## src/rtl/fhash_pkg.sv

```systemverilog
`default_nettype none

package fhash_pkg;

  // Pool and table geometry. BUCKETS must stay a power of two: the bucket
  // index is the low bits of the hash sum.
  localparam int BUCKETS  = 256;
  localparam int ENTRIES  = 1024;
  localparam int BKT_W    = $clog2(BUCKETS);
  localparam int IDX_W    = $clog2(ENTRIES);
  localparam int CNT_W    = $clog2(ENTRIES + 1);

  // Fixed field widths of the channels.
  localparam int NAME_W   = 32;
  localparam int ARITY_W  = 8;
  localparam int HANDLE_W = 10;

  // Hash shift applied to the name word.
  localparam int NAME_SHIFT = 2;

  typedef logic [BKT_W-1:0] bkt_t;
  typedef logic [IDX_W-1:0] idx_t;
  typedef logic [CNT_W-1:0] cnt_t;

  // One pool entry as stored in the entry memory.
  typedef struct packed {
    logic               lnk_vld;
    idx_t               lnk;
    logic [ARITY_W-1:0] arity;
    logic [NAME_W-1:0]  name;
  } entry_t;

  typedef enum logic [2:0] {
    ST_IDLE,
    ST_HEAD,
    ST_WALK,
    ST_CMP,
    ST_MISS,
    ST_DONE
  } state_t;

  typedef struct packed {
    logic load_in;    // capture the input word, read the chain head
    logic head_load;  // start the walk at the chain head
    logic walk_rd;    // read the current entry
    logic step;       // follow the link of the current entry
    logic set_hit;    // result: existing entry
    logic do_insert;  // store a new entry at the chain head
    logic set_full;   // result: pool exhausted
    logic out_load;   // move the result into the output register
  } ctl_cmd_t;

  typedef struct packed {
    logic walk_ok;    // current link is valid and within the walk bound
    logic match;      // current entry equals the captured pair
    logic pool_full;  // no free pool entry
    logic out_free;   // output register can take a result this cycle
  } ctl_sts_t;

  function automatic bkt_t bucket_of(input logic [NAME_W-1:0] name,
                                     input logic [ARITY_W-1:0] arity);
    logic [NAME_W-1:0] sum;
    sum = (name >> NAME_SHIFT) + NAME_W'(arity);
    return sum[BKT_W-1:0];
  endfunction

endpackage

`default_nettype wire

```

## src/rtl/fhash_ctl.sv

```systemverilog
`default_nettype none

module fhash_ctl (
  input  wire logic                clk,
  input  wire logic                rst_n,
  input  wire logic                in_valid,
  output logic                     in_ready,
  output fhash_pkg::ctl_cmd_t      cmd,
  input  wire fhash_pkg::ctl_sts_t sts
);
  import fhash_pkg::*;

  state_t state_r, state_nxt;

  always_ff @(posedge clk) begin
    if (!rst_n) begin
      state_r <= ST_IDLE;
    end else begin
      state_r <= state_nxt;
    end
  end

  always_comb begin
    state_nxt = state_r;
    cmd       = '0;
    in_ready  = 1'b0;
    unique case (state_r)
      ST_IDLE: begin
        in_ready = 1'b1;
        if (in_valid) begin
          cmd.load_in = 1'b1;
          state_nxt   = ST_HEAD;
        end
      end
      ST_HEAD: begin
        cmd.head_load = 1'b1;
        state_nxt     = ST_WALK;
      end
      ST_WALK: begin
        if (sts.walk_ok) begin
          cmd.walk_rd = 1'b1;
          state_nxt   = ST_CMP;
        end else begin
          state_nxt = ST_MISS;
        end
      end
      ST_CMP: begin
        if (sts.match) begin
          cmd.set_hit = 1'b1;
          state_nxt   = ST_DONE;
        end else begin
          cmd.step  = 1'b1;
          state_nxt = ST_WALK;
        end
      end
      ST_MISS: begin
        if (sts.pool_full) begin
          cmd.set_full = 1'b1;
        end else begin
          cmd.do_insert = 1'b1;
        end
        state_nxt = ST_DONE;
      end
      ST_DONE: begin
        // hold the result until the output register frees up
        if (sts.out_free) begin
          cmd.out_load = 1'b1;
          state_nxt    = ST_IDLE;
        end
      end
      default: begin
        state_nxt = ST_IDLE;
      end
    endcase
  end

endmodule

`default_nettype wire
```

## config.mk

```make
export PLATFORM = sky130hd
export DESIGN_NAME = fhash_ctl
export DESIGN_NICKNAME = d
export VERILOG_FILES = /design/src/rtl/fhash_pkg.sv /design/src/rtl/fhash_ctl.sv
export SDC_FILE = /design/constraint.sdc
export NUM_CORES = 1
export LEC_CHECK = 0
export ABC_AREA = 1
export BUFFER_PORTS_ARGS = -buffer_cell sky130_fd_sc_hd__buf_2
export CAP_MARGIN = 10
export CELL_PAD_IN_SITES_DETAIL_PLACEMENT = 1
export CELL_PAD_IN_SITES_GLOBAL_PLACEMENT = 1
export CORE_AREA = 3 3 40 42
export CTS_CLUSTER_SIZE = 28
export DETAILED_ROUTE_END_ITERATION = 16
export DIE_AREA = 0 0 43 45
export PLACE_DENSITY_LB_ADDON = 0.2
export SLEW_MARGIN = 5
export SYNTH_ARGS = -nofsm -noshare
export SYNTH_HDL_FRONTEND = slang
export SYNTH_SLANG_ARGS = --single-unit
export TNS_END_PERCENT = 10
```

## constraint.sdc

```tcl
create_clock -name clk -period 1.8 [get_ports clk]
set_input_delay 0.09 -clock clk [delete_from_list [all_inputs] [get_ports clk]]
set_output_delay 0.09 -clock clk [all_outputs]
set_load 0.01 [all_outputs]
```

=== Yosys cells after proc, flatten, opt, wreduce, memory -nomap -nowiden ===
Cells that the tools add are included.

* Bits in registers: 3
* Input bits: 7
* Output and inout port bits: 9
* Word-level logic and storage cells: 29

* Equality and inequality tests: 7
* Mux-type cells: 19
* Reduce and logical (&&, ||, !) cells: 2

{| class="wikitable"
|+ Operator list
! cell !! number
|-
| case mux 3 bit (6 select lines) || 1
|-
| 2-to-1 mux 1 bit || 12
|-
| 2-to-1 mux 3 bit || 4
|-
| == test 3 x 2 -> 1 bit, second input constant || 2
|-
| == test 3 bit, second input constant || 2
|-
| 2-to-1 mux 2 bit || 2
|-
| != test 2 bit, second input constant || 2
|-
| == test 3 x 1 -> 1 bit, second input constant || 1
|-
| logical NOT 3 bit || 1
|-
| AND reduction 2 bit || 1
|}

=== Logic depth before layout (Yosys ltp) ===
Gate-level depths: netlist of run 1.

* Depth after elaboration: 3
* Mapped depth: 7
* Depth with buffers taken out: 7

=== Worst setup path after synthesis of run 1 ===
No wires, ideal clock.

* Path type: reg-to-reg
* Start: register state_r[0]
* End: register state_r[0]
* Setup time: 0.114 ns
* Arrival time: 0.776 ns
* Data required time: 1.686 ns
* Path slack: 0.911 ns
* Cell stages (with the launch flop): 7
* Path buffers: 0
* Clock period less this slack: 0.889 ns
* Path through: dfxtp_1 nor2_1 nand2_1 nor2_1 nor2_2 nand2_1 a21oi_2

* Longest elaborated chain between the ends: 3
* Elaborated cells on any way between the ends: 10
* Those cells by class: eq/ne: 7; mux: 1; reduce/logical: 2

{| class="wikitable"
|+ RTL lines
! what !! line !! source
|-
| start: declaration || fhash_ctl.sv:13 || <nowiki>state_t state_r, state_nxt;</nowiki>
|-
| start signal: assignment || fhash_ctl.sv:19 || <nowiki>state_r <= state_nxt;</nowiki>
|-
| == test 3 bit / logical NOT 3 bit (equally long branches) || fhash_ctl.sv:27 || <nowiki>unique case (state_r)</nowiki>
|-
| != test 2 bit (no line) || -- ||
|-
| AND reduction 2 bit (no line) || -- ||
|}

Parallel ways exist; a longest one is shown, timed or not.
A chain may end at the register's enable or synchronous reset.

==> metrics.md, run 1 <==
| Metric | Value |
|---|---|
| Run status | `complete, no violations` |
| Synthesized Nets | `53` |
| Cts repair resizes | `0` |
| Synth Instances | `46` |
| Wire length per cell | `8.21 µm` |
| Slew HR | `85.7%` |
| CTS H-tree depth | `1` |
| Crit path kind | `reg -> out` |
| Number of global-route vias before repair | `326` |
| Dominant cell type by area after synthesis | `dfxtp_1` |
| Final instance area | `367 µm²` |
| Vias/cell | `3.96` |
| Sequential fraction of the synthesis area | `24.4%` |
| 1st-iter DRT viols | `3` |
| Placed Area | `340 µm²` |
| Largest cells by area after synthesis | `dfxtp_1 24%, inv_1 24%, nand2_1 12%` |
| Final ANT Viol Nets | `0` |
| # fillers | `177` |
| DP Cell Count | `76` |
| Die W | `43 µm` |
| Boundary Pins | `16` |
| Detailed Route WL | `657 µm` |
| Worst Path Arrival | `1.15 ns` |
| Worst Tran Pin Value | `0.213 ns` |
| Final min period | `1.24 ns` |
| First-pass iteration count of the detailed router | `4` |
| Clock Pin Slew Worst Setup and Hold Paths | `0.03 ns` |
| Yosys top cell area share | `24.4%` |
| Leak Pwr | `0.253 nW` |
| Vias | `317` |
| Final std cells w/o fill | `80` |
| Cell breakdown of the critical path | `inv_1, nor3_1, nand2_1, inv_1, buf_2` |
| Layout area overhead | `48.7%` |
| Die H | `45 µm` |
| Final hold vios | `0` |
| P per Cell Area | `1070 mW/mm²` |
| Post-CTS Setup Bufs | `0` |
| Worst Skew | `0.00735 ns` |
| CTS sink cnt | `3` |
| Total negative setup slack | `0 ns` |
| CP startpoint kind | `register` |
| CP max stage delay | `0.36 ns` |
| GP Congestion | `0.700` |
| Avg Inst Size Synth | `5.36 µm²` |
| Initial antenna violation count | `0` |
| Synth cell types | `12` |
| HP Class | `in -> reg` |
| Worst path bufs/invs | `3` |
| GRT overflow | `0` |
| Yosys warns | `0` |
| PortBufs | `15` |
| Biggest regs | `state_r: 3 flops` |
| Min Hold Slack | `0.0610 ns` |
| CTS max path bufs | `2` |
| Clk root buf | `clkbuf_4` |
| Element type at the critical path end | `primary output` |
| Clk_lat worst skew | `0.24 ns` |
| # diodes | `0` |
| Crit path max-delay family | `flip-flops` |
| Crit share post-route | `68.9%` |
| Slowest cell on the critical path | `dfxtp_1` |
| # setup viols final | `0` |
| Core area | `0.00128 mm²` |
| FMAX | `806 MHz` |
| CTS buffer count | `3` |
| Largest register by flop count | `state_r` |
| First-pass GRT wire length | `1190 µm` |
| Sequential Area | `60.1 µm²` |
| Synthesized cell area | `246 µm²` |
| Core Rows | `13` |
| Worst EP required | `1.71 ns` |
| Post-DP HPWL | `567 µm` |
| Drc violations | `0` |
| Worst-path maximum fanout | `5` |
| Slew Limit Fails | `0` |
| Initial core utilization | `19.2%` |
| Maxcap violations | `0` |
| Pin count of the biggest net entering global routing | `7` |
| Die area | `0.00194 mm²` |
| RSZ-0062 raised after global routing | `no` |
| Nets | `73` |
| Synthesized flop and latch total | `3` |
| Multi-input logic area | `123 µm²` |
| Max VDD drop | `0.723 mV` |
| Max reg flops | `3` |
| Clock tree from TritonCTS | `done` |
| Hold buffers post-CTS | `0` |
| Top cell by count, worst path | `inv_1` |
| GRT Resource Usage Total | `8.32%` |
| Fraction of layout cells with a size suffix above 1 | `33.8%` |
==> area by class of cell <==
class                      count  share of cell area, %
sequential                     3                   16.4
tap                           15                   5.12
multi-input combinational     26                   33.4
inverter                      17                   17.4
clock buffer                   4                   7.17
timing repair buffer          15                   20.5
==> cells in the mapped netlist <==
cell type	count
nor3_1	2
nor2_1	6
dfxtp_1	3
inv_1	16
nor2_2	2
a21oi_2	1
inv_2	1
nand4_1	1
o211ai_1	1
nand3_1	3
nand2_1	8
a21oi_1	2
==> power by group <==
part           internal (mW)  switching (mW)  total [mW]  leakage [nW]
combinational         0.0678           0.103       0.170         0.213
sequential            0.0825          0.0199       0.102        0.0247
clock                 0.0831          0.0364       0.120        0.0150
==> metal layers <==
metal | up-vias | GRT usage [%] | share of wire [%]
li1 | 172 | - | -
met1 | 135 | 10.6 | 48
met2 | 10 | 11.4 | 44
met3 | 0 | 4.78 | 8.1
met4 | 0 | 3.61 | 0
met5 | - | 0 | 0
==> kinds of logic (layout without fill, tap and decap cells) <==
logic type / after synthesis / after routing / synth area share [%]
AOI/OAI and AO/OA: 4 / 4 / 10.7
buffers and inverters: 17 / 36 / 25.9
DFF: 3 / 3 / 24.4
and+or+nand+nor: 22 / 22 / 39.1
==> worst paths after layout <==
path / cells after the start / to / slack, ns / start
worst max-delay path: 5 / cmd[5] / 0.56 / state_r[1]
worst min-delay path: 3 / state_r[1] / 0.06 / rst_n
worst max register to register: 5 / state_r[2] / 0.77 / state_r[0]
worst min register to register: 4 / state_r[1] / 0.71 / state_r[0]
==> tightest hold or removal path: stages <==
cell     delay, ns
buf_2         0.09
nand2_1       0.05
inv_1         0.04
==> through the flow <==
stage / total power, mW / utilization [%] / setup slack [ns]
after floorplan: 0.215 / - / 0.911
after global placement: 0.276 / 26.5 / 0.760
after detailed placement: 0.277 / 26.5 / 0.784
after CTS: 0.399 / 28.5 / 0.551
after global routing: 0.437 / 28.5 / 0.438
final: 0.392 / 28.5 / 0.560
==> layout by cell type, fill, tap and decap left out <==
cell type | Yosys | layout
nor2_2 | 2 | 2
nor3_1 | 2 | 2
a21oi_1 | 2 | 2
dfxtp_1 | 3 | 3
o211ai_1 | 1 | 1
nand4_1 | 1 | 1
clkbuf_4 | 0 | 3
clkbuf_1 | 0 | 1
a21oi_2 | 1 | 1
nand3_1 | 3 | 3
nor2_1 | 6 | 6
nand2_1 | 8 | 8
inv_1 | 16 | 16
inv_2 | 1 | 1
buf_2 | 0 | 15
No activity file was read; power rests on OpenSTA's default activity.
==> run 2, diff against run 1 <==
- clock period: 1.8 -> 1.02 ns (I/O delays scaled with it)
==> run 2 against run 1 <==
Against the previous run: the flow now finishes with violations (setup timing); hold slack worse by 0.041 ns; sequential power up 120%; routed wire length up 2.1%; first-iteration DRC count down 67%; critical endpoint is now cmd[1]; largest cell class unchanged.
==> metrics.md, run 2 (synthesis gave the netlist of run 1 again) <==
| Metric | Value |
|---|---|
| PortBufs | `15` |
| Failing checks | `setup timing` |
| Final instance area | `423 µm²` |
| CTS buffer count | `3` |
| Die H | `45 µm` |
| RSZ-0062 raised after global routing | `yes` |
| Max reg flops | `3` |
| Initial antenna violation count | `0` |
| Post-CTS Setup Bufs | `0` |
| Boundary Pins | `16` |
| Tot Pwr | `0.771 mW` |
| First-pass GRT wire length | `1180 µm` |
| Leak Pwr | `0.265 nW` |
| Slew Limit Fails | `0` |
| Logic pwr share | `44.6%` |
| # setup viols final | `6` |
| Pin count of the biggest net entering global routing | `7` |
| Element type at the critical path end | `primary output` |
| Number of global-route vias before repair | `317` |
| Net Sw Frac | `41.2%` |
| CP max stage delay | `0.35 ns` |
| Fraction of layout cells with a size suffix above 1 | `51.5%` |
| Worst-path maximum fanout | `3` |
| Core area | `0.00128 mm²` |
| Vias | `322` |
| FMAX | `898 MHz` |
| Switching power | `0.318 mW` |
| Final ANT Viol Nets | `0` |
| 1st-iter DRT viols | `1` |
| Initial core utilization | `19.2%` |
| First-pass iteration count of the detailed router | `2` |
| Commonest non-fill, non-tap cell in the layout | `buf_2` |
| Worst Tran Pin Value | `0.148 ns` |
| CP startpoint kind | `register` |
| Core Rows | `13` |
| Placed Area | `348 µm²` |
| # fillers | `178` |
| Sequential Area | `71.3 µm²` |
| Maxcap violations | `0` |
| Crit share post-route | `109%` |
| Clock tree from TritonCTS | `done` |
| Die area | `0.00194 mm²` |
| Vias/cell | `3.98` |
| Final min period | `1.11 ns` |
| GRT Resource Usage Total | `8.31%` |
| CTS max path bufs | `2` |
| Largest register by flop count | `state_r` |
| Run status | `complete, but fails checks` |
| Worst EP required | `0.97 ns` |
| Crit path max-delay family | `flip-flops` |
| Clk root buf | `clkbuf_4` |
| Most frequent cells in the layout | `15 x buf_2, 14 x inv_1, 7 x nand2_1` |
| Drc violations | `0` |
| Worst path bufs/invs | `2` |
| Fin worst setup slack | `-0.0931 ns` |
| Slew HR | `90.1%` |
| Clock Pin Slew Worst Setup and Hold Paths | `0.04 ns` |
| Biggest regs | `state_r: 3 flops` |
| Worst Skew | `0.000996 ns` |
| GRT overflow | `0` |
| Sequential share of power | `28.6%` |
| Layout area overhead | `71.6%` |
| CTS H-tree depth | `1` |
| Crit path kind | `reg -> out` |
| Hold buffers post-CTS | `0` |
| Die W | `43 µm` |
| GP Congestion | `0.726` |
| Clk_lat worst skew | `0.23 ns` |
| Wire length per cell | `8.28 µm` |
| CTS sink cnt | `3` |
| Worst Path Arrival | `1.06 ns` |
| HP Class | `in -> reg` |
| Slowest cell on the critical path | `dfxtp_4` |
| Cell Int Power | `0.454 mW` |
| Clock share of power | `26.8%` |
| Detailed Route WL | `671 µm` |
| Post-DP HPWL | `578 µm` |
| Final hold vios | `0` |
| P per Cell Area | `1820 mW/mm²` |
| Max VDD drop | `0.509 mV` |
| Multi-input logic area | `154 µm²` |
| # diodes | `0` |
| Nets | `74` |
| Cell breakdown of the critical path | `nor2_4, nand2_2, buf_6, nor2_2, buf_2` |
-- run 2: per-layer routing --
metal,routed length [µm],vias to the layer above,GRT usage [%]
met5,0,-,0
met4,0,0,7.23
met3,40,0,2.39
met2,343,8,12.9
met1,287,135,9.33
li1,-,179,-
-- run 2: path summary, 6_finish.rpt --
path	cells past startpoint	from	end	slack (ns)
hold reg to reg	3	state_r[2]	state_r[2]	0.67
setup / recovery	5	state_r[1]	cmd[1]	-0.09
hold / removal	3	rst_n	state_r[1]	0.02
setup reg to reg	7	state_r[2]	state_r[0]	0.05
-- run 2: timing repair --
action,4_1_cts,5_1_grt
pin swaps,1,3
resized for setup,13,5
setup endpoints to repair,10,11
-- run 2: worst register-to-register path, delay by kind of cell, from the launching register on --
family          cells  cell delay (ns)
flops               1             0.36
simple gates        4             0.32
buf+inv             2             0.12
compound gates      1             0.10
-- run 2: cell type report --
| class | count | share of cell area (%) |
|---|---|---|
| sequential | 3 | 16.9 |
| inverter | 17 | 15.7 |
| timing repair buffer | 16 | 20.4 |
| multi-input combinational | 26 | 36.4 |
| clock buffer | 4 | 6.21 |
| tap | 15 | 4.44 |
-- run 2: power groups by stage --
stage	clock (mW)	sequential (mW)	combinational (mW)
2_1_floorplan	0	0.172	0.207
3_3_place_gp	0	0.181	0.311
3_5_place_dp	0	0.182	0.312
4_1_cts	0.218	0.209	0.341
5_1_grt	0.229	0.230	0.390
6_report	0.207	0.221	0.344
-- run 2: stage by stage --
| stage | hold slack (ns) | cells | setup slack, ns | setup TNS (ns) | util [%] |
|---|---|---|---|---|---|
| global placement | 0.250 | 77 | 0.0130 | 0 | 27.1 |
| finish | 0.0197 | 81 | -0.0931 | -0.388 | 32.9 |
| CTS | 0.0114 | 81 | -0.122 | -0.614 | 31.8 |
| global route | 0.0320 | 81 | -0.150 | -1.01 | 32.9 |
| detailed placement | 0.256 | 77 | -0.0116 | -0.0116 | 27.1 |
| floorplan | 0.149 | 46 | 0.131 | 0 | - |
